$ cat src/rtl/sdrct_pkg.sv
// sdrct_pkg: shared types and constants for the SD request completion tracker.
// No dependencies; imported by sdrct_core, sd_request_completion_tracker and the sim files.
`timescale 1ns / 1ps

package sdrct_pkg;

  localparam int unsigned WORD_W = 32;
  localparam int unsigned BLK_W  = 16;
  localparam int unsigned IDX_W  = 6;

  localparam logic [IDX_W-1:0] TUNING_RESET = 6'd19;

  localparam int unsigned BYTE_SHIFT = 8;
  localparam int unsigned TOP_SHIFT  = 24;

  // command codes
  localparam logic CMD_START = 1'b0;
  localparam logic CMD_IRQ   = 1'b1;

  // response kinds
  localparam logic [1:0] RESP_NONE    = 2'd0;
  localparam logic [1:0] RESP_136     = 2'd1;
  localparam logic [1:0] RESP_48      = 2'd2;
  localparam logic [1:0] RESP_48_BUSY = 2'd3;

  // irq_mask bit positions
  localparam int unsigned IRQ_CC  = 0;
  localparam int unsigned IRQ_BRR = 1;
  localparam int unsigned IRQ_BWR = 2;
  localparam int unsigned IRQ_TC  = 3;
  localparam int unsigned IRQ_ERR = 4;

  // result kinds
  localparam logic [1:0] RK_START = 2'd0;
  localparam logic [1:0] RK_NONE  = 2'd1;
  localparam logic [1:0] RK_DONE  = 2'd2;

  // status codes
  localparam logic [1:0] ST_OK      = 2'd0;
  localparam logic [1:0] ST_IO_ERR  = 2'd1;
  localparam logic [1:0] ST_BUSY    = 2'd2;
  localparam logic [1:0] ST_NOT_SUP = 2'd3;

  typedef struct packed {
    logic              command;
    logic [IDX_W-1:0]  cmd_index;
    logic [1:0]        resp_kind;
    logic              data_present;
    logic              dma_requested;
    logic [4:0]        irq_mask;
    logic [WORD_W-1:0] rsp_word0;
    logic [WORD_W-1:0] rsp_word1;
    logic [WORD_W-1:0] rsp_word2;
    logic [WORD_W-1:0] rsp_word3;
  } in_item_t;

  typedef struct packed {
    logic [1:0]        result_kind;
    logic [1:0]        status;
    logic [WORD_W-1:0] resp_out0;
    logic [WORD_W-1:0] resp_out1;
    logic [WORD_W-1:0] resp_out2;
    logic [WORD_W-1:0] resp_out3;
    logic [BLK_W-1:0]  blocks_done;
  } out_item_t;

endpackage

$ cat src/rtl/sdrct_core.sv
// sdrct_core: request state, response store and per-transfer result logic.
// Depends on sdrct_pkg.
`timescale 1ns / 1ps

module sdrct_core (
  input  logic                      clk,
  input  logic                      rst_n,
  input  logic                      fire,
  input  logic [sdrct_pkg::IDX_W-1:0] tuning_idx,
  input  sdrct_pkg::in_item_t       item,
  output sdrct_pkg::out_item_t      result
);
  import sdrct_pkg::*;

  logic                   cmd_pending_r, cmd_pending_nxt;
  logic                   data_pending_r, data_pending_nxt;
  logic                   data_fin_r, data_fin_nxt;
  logic                   data_payload_r, data_payload_nxt;
  logic [IDX_W-1:0]       cur_cmd_r, cur_cmd_nxt;
  logic [1:0]             cur_rk_r, cur_rk_nxt;
  logic [BLK_W-1:0]       blk_cnt_r, blk_cnt_nxt;
  logic [3:0][WORD_W-1:0] store_r, store_nxt;

  logic                   completed;
  logic [1:0]             st;
  logic [BLK_W-1:0]       snap;

  always_comb begin
    cmd_pending_nxt  = cmd_pending_r;
    data_pending_nxt = data_pending_r;
    data_fin_nxt     = data_fin_r;
    data_payload_nxt = data_payload_r;
    cur_cmd_nxt      = cur_cmd_r;
    cur_rk_nxt       = cur_rk_r;
    blk_cnt_nxt      = blk_cnt_r;
    store_nxt        = store_r;
    completed        = 1'b0;
    st               = ST_OK;
    snap             = '0;
    result           = '0;

    if (item.command == CMD_START) begin
      if (cmd_pending_r || data_pending_r) begin
        st = ST_BUSY;
      end else if (item.dma_requested) begin
        st = ST_NOT_SUP;
      end else begin
        st               = ST_OK;
        cmd_pending_nxt  = 1'b1;
        data_pending_nxt = item.data_present || (item.resp_kind == RESP_48_BUSY);
        data_payload_nxt = item.data_present;
        data_fin_nxt     = 1'b0;
        cur_cmd_nxt      = item.cmd_index;
        cur_rk_nxt       = item.resp_kind;
        blk_cnt_nxt      = '0;
        store_nxt        = '0;
      end
      result.result_kind = RK_START;
      result.status      = st;
    end else begin
      if (item.irq_mask[IRQ_CC] && cmd_pending_nxt) begin
        if (cur_rk_nxt == RESP_136) begin
          store_nxt[0] = {item.rsp_word0[TOP_SHIFT-1:0], 8'h00};
          store_nxt[1] = {item.rsp_word1[TOP_SHIFT-1:0], item.rsp_word0[WORD_W-1:TOP_SHIFT]};
          store_nxt[2] = {item.rsp_word2[TOP_SHIFT-1:0], item.rsp_word1[WORD_W-1:TOP_SHIFT]};
          store_nxt[3] = {item.rsp_word3[TOP_SHIFT-1:0], item.rsp_word2[WORD_W-1:TOP_SHIFT]};
        end else if (cur_rk_nxt != RESP_NONE) begin
          store_nxt[0] = item.rsp_word0;
          store_nxt[1] = item.rsp_word1;
        end
        if (!data_pending_nxt || data_fin_nxt) begin
          completed        = 1'b1;
          snap             = blk_cnt_nxt;
          cmd_pending_nxt  = 1'b0;
          data_pending_nxt = 1'b0;
          data_fin_nxt     = 1'b0;
          data_payload_nxt = 1'b0;
          blk_cnt_nxt      = '0;
        end else begin
          cmd_pending_nxt = 1'b0;
        end
      end
      if (item.irq_mask[IRQ_BRR] && data_pending_nxt && data_payload_nxt) begin
        if (cur_cmd_nxt == tuning_idx) begin
          completed        = 1'b1;
          snap             = blk_cnt_nxt;
          cmd_pending_nxt  = 1'b0;
          data_pending_nxt = 1'b0;
          data_fin_nxt     = 1'b0;
          data_payload_nxt = 1'b0;
          blk_cnt_nxt      = '0;
        end else begin
          blk_cnt_nxt = blk_cnt_nxt + BLK_W'(1);
        end
      end
      if (item.irq_mask[IRQ_BWR] && data_pending_nxt && data_payload_nxt) begin
        blk_cnt_nxt = blk_cnt_nxt + BLK_W'(1);
      end
      if (item.irq_mask[IRQ_TC] && data_pending_nxt) begin
        if (cmd_pending_nxt) begin
          data_fin_nxt = 1'b1;
        end else begin
          completed        = 1'b1;
          snap             = blk_cnt_nxt;
          data_pending_nxt = 1'b0;
          data_fin_nxt     = 1'b0;
          data_payload_nxt = 1'b0;
          blk_cnt_nxt      = '0;
        end
      end
      if (item.irq_mask[IRQ_ERR] && (cmd_pending_nxt || data_pending_nxt)) begin
        completed        = 1'b1;
        st               = ST_IO_ERR;
        snap             = blk_cnt_nxt;
        cmd_pending_nxt  = 1'b0;
        data_pending_nxt = 1'b0;
        data_fin_nxt     = 1'b0;
        data_payload_nxt = 1'b0;
        blk_cnt_nxt      = '0;
      end
      result.result_kind = completed ? RK_DONE : RK_NONE;
      result.status      = completed ? st : ST_OK;
      result.resp_out0   = store_nxt[0];
      result.resp_out1   = store_nxt[1];
      result.resp_out2   = store_nxt[2];
      result.resp_out3   = store_nxt[3];
      result.blocks_done = completed ? snap : blk_cnt_nxt;
    end
  end

  always_ff @(posedge clk) begin
    if (!rst_n) begin
      cmd_pending_r  <= 1'b0;
      data_pending_r <= 1'b0;
      data_fin_r     <= 1'b0;
      data_payload_r <= 1'b0;
      cur_cmd_r      <= '0;
      cur_rk_r       <= RESP_NONE;
      blk_cnt_r      <= '0;
      store_r        <= '0;
    end else if (fire) begin
      cmd_pending_r  <= cmd_pending_nxt;
      data_pending_r <= data_pending_nxt;
      data_fin_r     <= data_fin_nxt;
      data_payload_r <= data_payload_nxt;
      cur_cmd_r      <= cur_cmd_nxt;
      cur_rk_r       <= cur_rk_nxt;
      blk_cnt_r      <= blk_cnt_nxt;
      store_r        <= store_nxt;
    end
  end

`ifndef NO_ASSERTIONS
  a_done_clears: assert property (@(posedge clk) disable iff (!rst_n)
    fire && result.result_kind == RK_DONE |=> !cmd_pending_r && !data_pending_r)
    else $error("completion left a stage pending");

  a_start_ok_pends: assert property (@(posedge clk) disable iff (!rst_n)
    fire && item.command == CMD_START && result.status == ST_OK |=> cmd_pending_r)
    else $error("accepted start did not mark command pending");

  a_done_needs_data: assert property (@(posedge clk) disable iff (!rst_n)
    data_fin_r |-> data_pending_r)
    else $error("data stage done without pending data stage");

  a_cnt_hold: assert property (@(posedge clk) disable iff (!rst_n)
    !fire |=> $stable(blk_cnt_r) && $stable(cmd_pending_r))
    else $error("state changed without a transfer");
`endif

endmodule

$ cat src/rtl/sd_request_completion_tracker.sv
// sd_request_completion_tracker: top level with input register, result register
// and the tuning-command config register. Depends on sdrct_pkg and sdrct_core.
`timescale 1ns / 1ps

// Usage:
//   Input channel in_valid/in_stall/in_item carries start requests and interrupt
//   status events; each transfer yields exactly one result on out_valid/
//   out_stall/out_item, in order.
//   cfg_wr_en/cfg_wr_data write the tuning command index (reset value 19);
//   write it only while no transfer is in flight.
//   Timing: an accepted item is held in the input register, is evaluated against
//   the tracker state there, and its result is captured in the result register
//   when it advances, from which it shows on out_item.
//   Throughput: one item per cycle unless out_stall holds a result; a single
//   pass of flag logic and two 16-bit increments lies between the two registers.
//   Reset (rst_n low, synchronous) clears both registers' valid bits, all
//   pending flags, the block counter and the response store.
//   When out_stall holds a result, the input register keeps its item and
//   in_stall rises once it is full; nothing is dropped.
module sd_request_completion_tracker (
  input  logic                        clk,
  input  logic                        rst_n,
  input  logic                        in_valid,
  output logic                        in_stall,
  input  sdrct_pkg::in_item_t         in_item,
  output logic                        out_valid,
  input  logic                        out_stall,
  output sdrct_pkg::out_item_t        out_item,
  input  logic                        cfg_wr_en,
  input  logic [sdrct_pkg::IDX_W-1:0] cfg_wr_data
);
  import sdrct_pkg::*;

  logic             in_valid_r, in_valid_nxt;
  in_item_t         in_item_r;
  logic             out_valid_r, out_valid_nxt;
  out_item_t        out_item_r;
  logic [IDX_W-1:0] tuning_r;
  logic             advance;
  logic             in_take;
  out_item_t        core_result;

  assign advance   = in_valid_r && (!out_valid_r || !out_stall);
  assign in_stall  = in_valid_r && !advance;
  assign in_take   = in_valid && !in_stall;
  assign out_valid = out_valid_r;
  assign out_item  = out_item_r;

  always_comb begin
    in_valid_nxt  = in_take ? 1'b1 : (advance ? 1'b0 : in_valid_r);
    out_valid_nxt = advance ? 1'b1 : (out_valid_r && out_stall);
  end

  sdrct_core u_core (
    .clk        (clk),
    .rst_n      (rst_n),
    .fire       (advance),
    .tuning_idx (tuning_r),
    .item       (in_item_r),
    .result     (core_result)
  );

  always_ff @(posedge clk) begin
    if (!rst_n) begin
      in_valid_r  <= 1'b0;
      out_valid_r <= 1'b0;
      tuning_r    <= TUNING_RESET;
    end else begin
      in_valid_r  <= in_valid_nxt;
      out_valid_r <= out_valid_nxt;
      if (cfg_wr_en) begin
        tuning_r <= cfg_wr_data;
      end
    end
  end

  always_ff @(posedge clk) begin
    if (in_take) begin
      in_item_r <= in_item;
    end
    if (advance) begin
      out_item_r <= core_result;
    end
  end

endmodule

$ cat config.mk
export PLATFORM = sky130hd
export DESIGN_NAME = sd_request_completion_tracker
export DESIGN_NICKNAME = d
export VERILOG_FILES = /design/src/rtl/sdrct_pkg.sv /design/src/rtl/sdrct_core.sv /design/src/rtl/sd_request_completion_tracker.sv
export SDC_FILE = /design/constraint.sdc
export NUM_CORES = 1
export LEC_CHECK = 0
export BUFFER_PORTS_ARGS = -buffer_cell sky130_fd_sc_hd__buf_2
export CORE_MARGIN = 10
export CORE_UTILIZATION = 50
export DETAILED_ROUTE_END_ITERATION = 8
export GPL_TIMING_DRIVEN = 0
export HOLD_SLACK_MARGIN = 0.05
export PLACE_DENSITY = 0.72
export SLEW_MARGIN = 0
export SYNTH_ARGS = -nofsm -noshare
export SYNTH_HDL_FRONTEND = slang
export SYNTH_HIERARCHICAL = 1
export SYNTH_SLANG_ARGS = --single-unit
$ cat constraint.sdc
create_clock -name clk -period 20.8 [get_ports clk]
set_input_delay 1.04 -clock clk [delete_from_list [all_inputs] [get_ports clk]]
set_output_delay 1.04 -clock clk [all_outputs]
set_load 0.05 [all_outputs]
======== Yosys cells after proc, flatten, opt, wreduce, memory -nomap -nowiden ========
Cells that the tools add are included.
storage, ports and cells
  input port bits ......................... 155
  logic and storage cells ................. 154
  flip-flop bits (word level) ............. 448
cells by class
  muxes and demuxes ....................... 88
  add/sub/neg operators ................... 2
  equal/unequal tests ..................... 5
  bitwise gates (word level) .............. 3
  reduce and logical (&&, ||, !) cells .... 25
operator list
  cell                     count
  $mux W128                4
  $mux W16                 21
  $mux W64                 3
  $mux W1                  56
  $add A16 B1 Y16 const B  2
  $logic_and A1 B1 Y1      11
  $mux W2                  4
  $eq A6 B6 Y1             1
  $logic_not A1 Y1         5
  $logic_or A1 B1 Y1       5
  $reduce_and A4 Y1        1
  $reduce_bool A2 Y1       2
  $not A1 Y1               3
  $reduce_and A3 Y1        1
  $eq A2 B1 Y1 const B     1
  $eq A2 B2 Y1 const B     1
  $ne A2 B1 Y1 const B     1
  $ne A2 B2 Y1 const B     1

======== Depth between registers and ports, before layout ========
Gate-level depths: netlist of run 1.
  depth after elaboration ................. 18
  gate-level depth with buffers ........... 17
  depth with buffers taken out ............ 14

======== Hierarchy ========
The synthesis of run 1 kept the hierarchy.
modules (own cells, without submodules)
  module                         area each (µm²)  times used  cells an instance  seq. area each (µm²)
  sdrct_core                     9,479.1          1           1,353              3,123.0
  sd_request_completion_tracker  9,073.7          1           319                8,928.6

======== Worst setup path before layout of run 1 ========
OpenSTA, ideal clock, no wires.
  path kind ............................... input-to-reg
  start point ............................. input port out_stall
  end point ............................... register u_core.blk_cnt_r[12]
  stages on the path ...................... 5
  data arrival time ....................... 15.040 ns
  setup slack ............................. 5.640 ns
  path buffers ............................ 1
  cells stage by stage .................... a21boi_0 -> o21ai_0 -> and2_1 -> buf_1 -> a211o_1
on the way
  longest elaborated chain between the ends .. 4
RTL lines
  what                         line                                 source
  start: declaration           sd_request_completion_tracker.sv:27  input logic out_stall,
  $logic_not A1 Y1             sd_request_completion_tracker.sv:43  assign advance = in_valid_r && (!out_valid_r || !out_stall);
  $logic_or A1 B1 Y1           sd_request_completion_tracker.sv:43
  $logic_and A1 B1 Y1          sd_request_completion_tracker.sv:43
  $reduce_and A3 Y1 (no line)  --
  end signal: assignment       sdrct_core.sv:148                    blk_cnt_r <= blk_cnt_nxt;
  end: declaration             sdrct_core.sv:21                     logic [BLK_W-1:0] blk_cnt_r, blk_cnt_nxt;
No other way between the ends.
A chain may end at the register's enable or synchronous reset.

======== Worst setup path in the final report of run 1 ========
  start point ............................. register in_item_r[128] (netlist bit)
  end point ............................... register out_item_r (netlist bit out_item[15]), data pin
on the way
  longest elaborated chain between the ends .. 15
RTL lines
  what                                                                      line                                 source
  start: declaration                                                        sd_request_completion_tracker.sv:35  in_item_t in_item_r;
  start signal: assignment                                                  sd_request_completion_tracker.sv:79  in_item_r <= in_item;
  $logic_and A1 B1 Y1 (*)                                                   sdrct_core.sv:61                     if (item.irq_mask[IRQ_CC] && cmd_pending_nxt) begin
  parallel branches: the longest is 13 deep, another holds $add A16 B1 Y16  --
  $mux W16 (*)                                                              sdrct_core.sv:127                    result.blocks_done = completed ? snap : blk_cnt_nxt;
  end signal: assignment                                                    sd_request_completion_tracker.sv:82  out_item_r <= core_result;
  end: declaration                                                          sd_request_completion_tracker.sv:37  out_item_t out_item_r;
Mark *: on every way between the ends. The select of a mux whose other input is x is not followed.

==> results.sh, run 1 <==
export IMPL_drc=0
export IMPL_hold_viol=0
export IMPL_hold_end="u_core/store_r[52]"
export IMPL_final_util_pct=60.99
export IMPL_hold_depth=2
export IMPL_pwr_share_comb_pct=7.2
export IMPL_setup_worst_path_start_class="flop"
export IMPL_grt_pass1_wl_mm=81.09
export IMPL_wl_mm=54.12
export IMPL_setup_slack_ns=15.81
export IMPL_grtUsageTotal_pct=23.44
export IMPL_drtAntennaViolNets=0
export IMPL_first_pass_iters=5
export IMPL_power_mw=1.959
export IMPL_rr_startpoint="in_item_r[128]"
export IMPL_critPathRequiredTime_ns=21.11
export IMPL_drt_initial_drc_count=1110
export IMPL_placed_cell_area_um2=20630
export IMPL_use_met2_pct=38.30
export IMPL_grt_pass1_vias=13940
export IMPL_layoutNonFillerInstCount=2528
export IMPL_dp_cells=2438
export IMPL_r2r_slack_ns=15.81
export IMPL_clkSinkCount=448
export IMPL_floorplan_initialDensity_pct=50.38
export IMPL_finalMaxSlewViolations=0
export IMPL_relSlewSlack_pct=25.55
export IMPL_layout_worst_path_cycle_share_pct=23.97
export IMPL_critPathBufInv=5
export IMPL_synth_warnings=6
export IMPL_hp_start="u_core/store_r[52]"
export IMPL_worstSetupEndpointType="flop"
export IMPL_cts_buffers_inserted=47
export IMPL_wl_per_cell_um=21.41
export IMPL_pwr_density_cell_nw_per_um2=88.36
export IMPL_switching_share_pct=23.55
export IMPL_vias=14180
export IMPL_layout_min_cycle_time_ns=4.986
export IMPL_rsz0062_at_grt="no"
export IMPL_fp_dieH_um=211.4
export IMPL_setup_viol=0
export IMPL_reg2reg_to="out_item[15]"
export IMPL_num_rows=70
export IMPL_synth_fp_nets=1821
export IMPL_grt_overflow=0
export IMPL_max_freq_mhz=200.6
export IMPL_avgSynthCellArea_um2=11.01
export IMPL_path_delay_family="buffers and inverters"
export IMPL_pwr_share_seq_pct=50.6
export IMPL_die_area_um2=44680
export IMPL_reg2regPathDepth=15
export IMPL_finClkSkew_ns=0.008617
export IMPL_cts_tree="done"
export IMPL_irDropWorstVdd_mv=0.05931
export IMPL_switchingPower_mw=0.4612
export IMPL_path_depth=15
export IMPL_crit_type="reg -> reg"
export IMPL_routed_via_density=5.608
export IMPL_drive_gt1_share_pct=19.75
export IMPL_tns_ns=0
export IMPL_syn_area_um2=18310
export IMPL_post_cts_resized=0
export IMPL_maxCapViolCount=0
export IMPL_fin_area_um2=22170
export IMPL_ctsHoldBuffers=0
export IMPL_grt_use_met3_pct=5.176
export IMPL_io_buffers=295
export IMPL_hold_path_class="reg -> reg"
export IMPL_clkLatencyLatePin_ns=0.57
export IMPL_use_met1_pct=29.72
export IMPL_grt_max_degree=35
export IMPL_pwr_share_clk_pct=42.2
export IMPL_worst_pin_slew_ns=1.113
export IMPL_postSynthCellCount=1664
export IMPL_grt_busiest_layer="met2"
export IMPL_antenna_found_initial=6
export IMPL_area_delta_synth_final_pct=21.05
export IMPL_slowest_stage="a21oi_1"
export IMPL_coreArea_um2=36350
export IMPL_nNetsFinal=2176
export IMPL_path_clk_slew_ns=0.06
export IMPL_cts_post_setup_buffers_inserted=0
export IMPL_die_x_um=211.4
export IMPL_cts_htree_levels=2
export IMPL_cpPeakStageDelay_ns=0.53
export IMPL_p_leak_nw=7.526
export IMPL_internal_power_mw=1.497
export IMPL_clock_tree_root_cell="clkbuf_16"
export IMPL_fin_hold_ws_ns=0.4591
export IMPL_cp_arrival_ns=5.30
export IMPL_place_hpwl_mm=39.25
export IMPL_crit_chain="buf_6 > and2_1 > buf_4 > nand2_1 > clkbuf_1 > and2_1 > ha_1 > clkbuf_1 > inv_1 > nor4_1 > o22ai_1 > a21oi_1 > nand4_1 > o31a_1 > o31a_1"
export IMPL_ioPinCount=305
export IMPL_routabilityCongestion=0.9388
export IMPL_cts_buffer_depth=3
export IMPL_worstPathMaxFanout=10
export IMPL_status="finished, final reports clean"
export IMPL_post_place_ws_ns=15.91
==> registers in the layout (all words and copies together), names as in the netlist, 2 cells and up <==
signal and count:
in_item_r 136, out_item 148, tuning_r 6, u_core/blk_cnt_r 16, u_core/cur_cmd_r 6, u_core/cur_rk_r 2
u_core/store_r 128
==> layout make-up <==
class	count	area, µm²
clock inverter	25	209.0
buffer	113	465.4
antenna	4	10.01
tap	468	585.6
multi-input combinational	1093	6017
fill	2928	14180
inverter	10	37.54
timing repair buffer	306	1712
clock buffer	61	1320
sequential	448	11810
==> worst register-to-register path: stages (launching register included) <==
cell      delay, ns
edfxtp_1       0.38
buf_6          0.15
and2_1         0.15
buf_4          0.19
nand2_1        0.12
clkbuf_1       0.52
and2_1         0.27
ha_1           0.15
clkbuf_1       0.37
inv_1          0.28
nor4_1         0.33
o22ai_1        0.15
a21oi_1        0.53
nand4_1        0.44
o31a_1         0.43
o31a_1         0.30
==> layer usage <==
layer  part of all wire [%]  up-vias  wire length (µm)
met5                  0.039        -                21
li1                       -     6655                 -
met4                    3.2        4              1751
met1                     41     6799             22260
met3                    7.6      119              4113
met2                     48      600             25970
==> worst max-delay path by stage <==
| stage | start | endpoint | slack (ns) |
|---|---|---|---|
| after global routing | in_item_r[128] | out_item[15] | 15.58 |
| after CTS | in_item_r[128] | out_item[15] | 15.90 |
| after floorplan | out_stall | u_core/blk_cnt_r[12] | 5.64 |
| after detailed placement | in_item_r[128] | out_item[15] | 15.91 |
| final | in_item_r[128] | out_item[15] | 15.81 |
| after global placement | out_stall | u_core/blk_cnt_r[12] | -3.00 |
==> power groups by stage <==
stage,sequential [mW],clock (mW),combinational [mW]
2_1_floorplan,1.06,0,0.0392
4_1_cts,0.991,0.844,0.142
6_report,0.991,0.826,0.142
3_3_place_gp,1.02,0,0.135
3_5_place_dp,1.01,0,0.142
5_1_grt,0.993,0.877,0.149
==> layout by cell type (no fill, tap or decap), types with 9 or more instances in the layout <==
| master | n |
|---|---|
| a21boi_0 | 208 |
| a21oi_1 | 75 |
| a22oi_1 | 15 |
| and2_1 | 11 |
| buf_12 | 9 |
| buf_2 | 297 |
| clkbuf_1 | 104 |
| clkbuf_16 | 48 |
| clkinv_1 | 9 |
| dfxtp_1 | 164 |
| edfxtp_1 | 284 |
| inv_1 | 9 |
| mux2i_1 | 11 |
| nand2_1 | 450 |
| nand3_1 | 14 |
| nand4_1 | 15 |
| nor2_1 | 27 |
| nor2b_1 | 25 |
| nor3_1 | 12 |
| o21ai_0 | 72 |
| o22ai_1 | 59 |
| xnor2_1 | 21 |
Power figures use the tool's default switching activity.
==> run 2, diff against run 1 <==
- ABC_AREA: default -> 1
- clock period: 20.8 -> 4.75 ns (I/O delays scaled with it)
==> run 2 against run 1 <==
Highest routed layer unchanged. Register-to-register slack worse by 15 ns. Die area rose by 0.40%. Critical endpoint is now out_item[11]. Combinational power rose to 6.9 times the previous value. Global-route usage is 1.7 points higher.
==> results.sh, run 2 <==
export IMPL_critPathBufInv=4
export IMPL_path_depth=23
export IMPL_path_delay_family="simple AND/OR/NAND/NOR gates"
export IMPL_grtUsageTotal_pct=25.13
export IMPL_critPathRequiredTime_ns=5.08
export IMPL_floorplan_initialDensity_pct=50.48
export IMPL_multi_input_area_um2=5035
export IMPL_hold_end="u_core/cmd_pending_r"
export IMPL_pwr_density_cell_nw_per_um2=392.7
export IMPL_synth_fp_nets=2024
export IMPL_layoutNonFillerInstCount=2887
export IMPL_drc=0
export IMPL_setup_slack_ns=1.201
export IMPL_final_common_cell="nand2_1"
export IMPL_ctsHoldBuffers=158
export IMPL_hold_path_class="in -> reg"
export IMPL_layout_min_cycle_time_ns=3.549
export IMPL_r2r_slack_ns=1.20
export IMPL_die_x_um=211.8
export IMPL_worstSetupEndpointType="flop"
export IMPL_rsz0062_at_grt="no"
export IMPL_routed_via_density=5.363
export IMPL_grt_overflow=0
export IMPL_postSynthCellCount=1867
export IMPL_num_rows=70
export IMPL_grt_use_met3_pct=4.274
export IMPL_die_area_um2=44860
export IMPL_hp_start="rst_n"
export IMPL_layout_common_cells="nand2_1, buf_2, inv_1"
export IMPL_vias=15480
export IMPL_finClkSkew_ns=0.01258
export IMPL_setup_worst_path_start_class="flop"
export IMPL_clkLatencyLatePin_ns=0.58
export IMPL_grt_pass1_wl_mm=87.62
export IMPL_relSlewSlack_pct=39.80
export IMPL_crit_type="reg -> reg"
export IMPL_post_place_ws_ns=1.292
export IMPL_final_util_pct=65.63
export IMPL_clock_tree_root_cell="clkbuf_16"
export IMPL_crit_chain="nand2_2 > inv_4 > nand2_8 > buf_2 > nand2_1 > inv_1 > ha_1 > nand2_1 > inv_1 > nand3_1 > nor2_2 > nand4_1 > nand2_1 > nand2_1 > nor2_1 > nand3_1 > nor2_1 > nand2_1 > xor2_1 > nand2_1 > nand2_1 > nand2_1 > nand2_1"
export IMPL_first_pass_iters=6
export IMPL_crit_path_frequent_cell="nand2_1"
export IMPL_layout_worst_path_cycle_share_pct=74.71
export IMPL_cp_arrival_ns=3.88
export IMPL_slowest_stage="edfxtp_1"
export IMPL_dp_cells=2638
export IMPL_cts_buffers_inserted=47
export IMPL_rr_startpoint="in_item_r[128]"
export IMPL_largest_register_ffs=148
export IMPL_cts_post_setup_buffers_inserted=0
export IMPL_drtAntennaViolNets=0
export IMPL_grt_pass1_vias=15630
export IMPL_grt_busiest_layer="met2"
export IMPL_path_clk_slew_ns=0.06
export IMPL_hold_viol=0
export IMPL_maxCapViolCount=0
export IMPL_cts_buffer_depth=3
export IMPL_synth_warnings=6
export IMPL_drive_gt1_share_pct=17.80
export IMPL_reg2regPathDepth=23
export IMPL_cpPeakStageDelay_ns=0.40
export IMPL_routabilityCongestion=0.9000
export IMPL_finalMaxSlewViolations=0
export IMPL_p_leak_nw=10.40
export IMPL_max_freq_mhz=281.8
export IMPL_coreArea_um2=36430
export IMPL_drt_initial_drc_count=1493
export IMPL_avgSynthCellArea_um2=9.851
export IMPL_use_met2_pct=42.56
export IMPL_nNetsFinal=2534
export IMPL_clkSinkCount=448
export IMPL_nFillCells=2832
export IMPL_cts_tree="done"
export IMPL_place_hpwl_mm=39.46
export IMPL_ioPinCount=305
export IMPL_status="finished, final reports clean"
export IMPL_use_met1_pct=30.70
export IMPL_syn_area_um2=18390
export IMPL_post_cts_resized=0
export IMPL_hold_depth=3
export IMPL_worstPathMaxFanout=10
export IMPL_fp_dieH_um=211.8
export IMPL_grt_max_degree=87
export IMPL_seq_area_um2=11810
export IMPL_wl_per_cell_um=19.77
export IMPL_cts_htree_levels=2
export IMPL_setup_viol=0
export IMPL_io_buffers=296
export IMPL_antenna_found_initial=4
export IMPL_power_mw=9.389
export IMPL_wl_mm=57.07
export IMPL_reg2reg_to="out_item[11]"
export IMPL_irDropWorstVdd_mv=0.3053
export IMPL_area_delta_synth_final_pct=30.01
export IMPL_worst_pin_slew_ns=0.8997
[run 2: routing by layer]
metal | vias to the layer above | share of wire [%]
met1 | 7341 | 40
li1 | 7310 | -
met5 | - | 0.033
met3 | 156 | 6.5
met4 | 2 | 4.4
met2 | 674 | 49
[run 2: worst min-delay path, stage by stage]
cell	delay, ns
buf_2	0.19
buf_1	0.26
o221a_2	0.19
[run 2: worst max path at each step]
stage                              start                  to  slack, ns
after floorplan                out_valid   u_core/store_r[2]      0.003
after global placement         out_stall  u_core/store_r[30]      -2.47
after detailed placement  in_item_r[128]         out_item[9]       1.29
after CTS                 in_item_r[128]        out_item[11]       1.25
after global routing      in_item_r[128]        out_item[11]       0.87
final                     in_item_r[128]        out_item[11]       1.20
[run 2: layout make-up]
| type | instances | area share, % |
|---|---|---|
| antenna | 3 | 0.03140 |
| buffer | 102 | 1.763 |
| clock buffer | 69 | 5.824 |
| clock inverter | 19 | 1.198 |
| inverter | 303 | 4.788 |
| multi-input combinational | 1014 | 21.06 |
| sequential | 448 | 49.40 |
| tap | 468 | 2.449 |
| timing repair buffer | 461 | 13.49 |
[run 2: power breakdown]
| part | switching [mW] | leakage (nW) | total, mW | internal (mW) |
|---|---|---|---|---|
| Clock | 1.53 | 0.820 | 3.95 | 2.42 |
| Sequential | 0.0868 | 4.12 | 4.46 | 4.37 |
| Combinational | 0.660 | 5.46 | 0.980 | 0.320 |
| Total | 2.28 | 10.4 | 9.39 | 7.11 |
[run 2: per-stage QoR]
step           cell area, µm²  hold WS [ns]  setup TNS, ns
2_1_floorplan           18410        0.3216              0
6_report                23910        0.3342              0
3_5_place_dp            20640        0.4156              0
3_3_place_gp            20480        0.4146        -365.66
5_1_grt                 23910        0.3456              0
4_1_cts                 23900        0.2916              0
==> run 3, diff against run 2 <==
- PLACE_DENSITY: 0.72 -> 0.75
- clock period: 4.75 -> 3.1 ns (I/O delays scaled with it)
==> run 3 against run 2 <==
Fmax increased by 18%. Largest power group unchanged. Non-clock buffer count grew 24. Utilization up 1.4 points. First-iteration DRC count rose by 1.5%.
==> results.sh, run 3 (synthesis gave the netlist of run 2 again) <==
export IMPL_coreArea_um2=36430
export IMPL_drc=0
export IMPL_num_rows=70
export IMPL_status="finished, final reports clean"
export IMPL_antenna_found_initial=6
export IMPL_rr_startpoint="in_item_r[128]"
export IMPL_grtUsageTotal_pct=25.88
export IMPL_layout_min_cycle_time_ns=3.007
export IMPL_power_mw=14.10
export IMPL_grt_overflow=0
export IMPL_path_clk_slew_ns=0.06
export IMPL_irDropWorstVdd_mv=0.5051
export IMPL_placed_cell_area_um2=20840
export IMPL_io_buffers=296
export IMPL_pwr_density_cell_nw_per_um2=577.5
export IMPL_crit_end="out_item[14]"
export IMPL_worstPathMaxFanout=5
export IMPL_fin_hold_ws_ns=0.2251
export IMPL_final_common_cell="buf_2"
export IMPL_hold_path_class="in -> reg"
export IMPL_die_x_um=211.8
export IMPL_cp_arrival_ns=3.36
export IMPL_clkSinkCount=448
export IMPL_max_freq_mhz=332.6
export IMPL_clock_tree_root_cell="clkbuf_16"
export IMPL_wl_per_cell_um=20.45
export IMPL_startpoint="in_item_r[128]"
export IMPL_routed_via_density=5.506
export IMPL_p_leak_nw=10.57
export IMPL_reg2reg_to="out_item[14]"
export IMPL_grt_pass1_wl_mm=90.24
export IMPL_setup_slack_ns=0.09302
export IMPL_cts_htree_levels=2
export IMPL_drtAntennaViolNets=0
export IMPL_setup_viol=0
export IMPL_layout_common_cells="buf_2, nand2_1, edfxtp_1"
export IMPL_post_place_ws_ns=-0.4541
export IMPL_ioPinCount=305
export IMPL_critPathRequiredTime_ns=3.45
export IMPL_die_area_um2=44860
export IMPL_finalMaxSlewViolations=0
export IMPL_vias=16040
export IMPL_place_hpwl_mm=39.96
export IMPL_drt_initial_drc_count=1516
export IMPL_r2r_slack_ns=0.09
export IMPL_finClkSkew_ns=0.01581
export IMPL_cts_buffer_depth=3
export IMPL_grt_pass1_vias=16190
export IMPL_maxCapViolCount=0
export IMPL_clkLatencyLatePin_ns=0.59
export IMPL_cts_buffers_inserted=46
export IMPL_first_pass_iters=6
export IMPL_relSlewSlack_pct=47.62
export IMPL_fin_area_um2=24410
export IMPL_rsz0062_at_grt="yes"
export IMPL_crit_type="reg -> reg"
export IMPL_grt_max_degree=41
export IMPL_worst_pin_slew_ns=0.7857
export IMPL_fp_dieH_um=211.8
export IMPL_reg2regPathDepth=25
export IMPL_setup_worst_path_start_class="flop"
export IMPL_largest_register_ffs=148
export IMPL_wl_mm=59.57
export IMPL_routabilityCongestion=0.9225
export IMPL_drive_gt1_share_pct=21.20
export IMPL_nNetsFinal=2558
export IMPL_floorplan_initialDensity_pct=50.48
export IMPL_layout_worst_path_cycle_share_pct=97.00
export IMPL_cts_tree="done"
export IMPL_area_delta_synth_final_pct=32.71
export IMPL_worstSetupEndpointType="flop"
export IMPL_hold_viol=0
==> run 3: cell count changes in the layout (fill, tap and decap cells not counted), sizes merged, moves of 2 or more <==
cell,previous run,this run
buf,322,347
bufinv,7,3
clkinv,11,7
clkbuf,152,155
diode,3,6
clkinvlp,1,3
==> run 3: worst min-delay path by stage <==
stage                       startpoint                 end  slack, ns  cells after the start
after floorplan                  rst_n         tuning_r[0]       0.24                      1
after global placement    in_item[143]      in_item_r[143]       0.33                      1
after detailed placement   in_item[54]       in_item_r[54]       0.33                      1
after CTS                        rst_n  u_core/store_r[80]       0.20                      5
after global routing             rst_n  u_core/store_r[81]       0.25                      5
final                            rst_n  u_core/store_r[81]       0.23                      5
==> run 3: worst max-delay path: stages (launching register included) <==
cell      delay, ns
edfxtp_1       0.43
nand2_4        0.10
inv_6          0.09
nand2_8        0.08
buf_8          0.13
nand2_4        0.07
inv_4          0.04
ha_4           0.25
inv_1          0.04
nand4_1        0.08
nand2_1        0.07
inv_2          0.06
nand2_2        0.06
inv_2          0.07
ha_4           0.11
nand4_1        0.16
nor2_4         0.21
nand3_4        0.12
nor2_4         0.17
nand2_2        0.07
nand2_2        0.09
nand2_2        0.07
nand2_2        0.05
nand2_1        0.05
nand2_1        0.05
nand2_1        0.04
==> run 3: power by group <==
group	total, mW	internal [mW]	leakage (nW)	switching [mW]
logic	1.59	0.538	5.70	1.05
registers	6.84	6.70	4.12	0.144
clock network	5.66	3.31	0.740	2.36
==> run 3: layout make-up <==
| type | count | area (µm²) |
|---|---|---|
| Fill cell | 2641 | 12030 |
| Sequential cell | 448 | 11820 |
| Multi-Input combinational cell | 1015 | 5288 |
| Timing Repair Buffer | 486 | 3443 |
| Clock buffer | 73 | 1375 |
| Inverter | 303 | 1156 |
| Tap cell | 468 | 585.6 |
| Buffer | 101 | 566.8 |
| Clock inverter | 13 | 162.7 |
| Antenna cell | 6 | 15.01 |
==> run 3: metrics by stage <==
step           util [%]  setup TNS, ns  std cells
2_1_floorplan         -        -234.72       1867
3_3_place_gp      56.61        -943.90       2631
3_5_place_dp      57.20         -3.696       2641
4_1_cts           66.24              0       2894
5_1_grt           66.98        -0.3538       2911
6_report          66.99              0       2913
==> run 3: what timing repair did <==
| action | in CTS | in global routing |
|---|---|---|
| endpoints found under the setup margin | 24 | 67 |
| hold buffers | 158 | 0 |
| buffers inserted | 9 | 13 |
| resized for setup | 28 | 41 |
| endpoints found under the hold margin | 151 | 0 |
| cloned | 0 | 1 |
| pin swaps | 8 | 29 |
==> run 3: routing by layer <==
| layer | track usage (%) | up-vias | wire, µm |
|---|---|---|---|
| met5 | 0 | - | 27 |
| met4 | 14.60 | 4 | 3141 |
| met3 | 5.309 | 204 | 4944 |
| met2 | 42.94 | 870 | 28780 |
| met1 | 30.88 | 7613 | 22680 |
| li1 | - | 7348 | - |
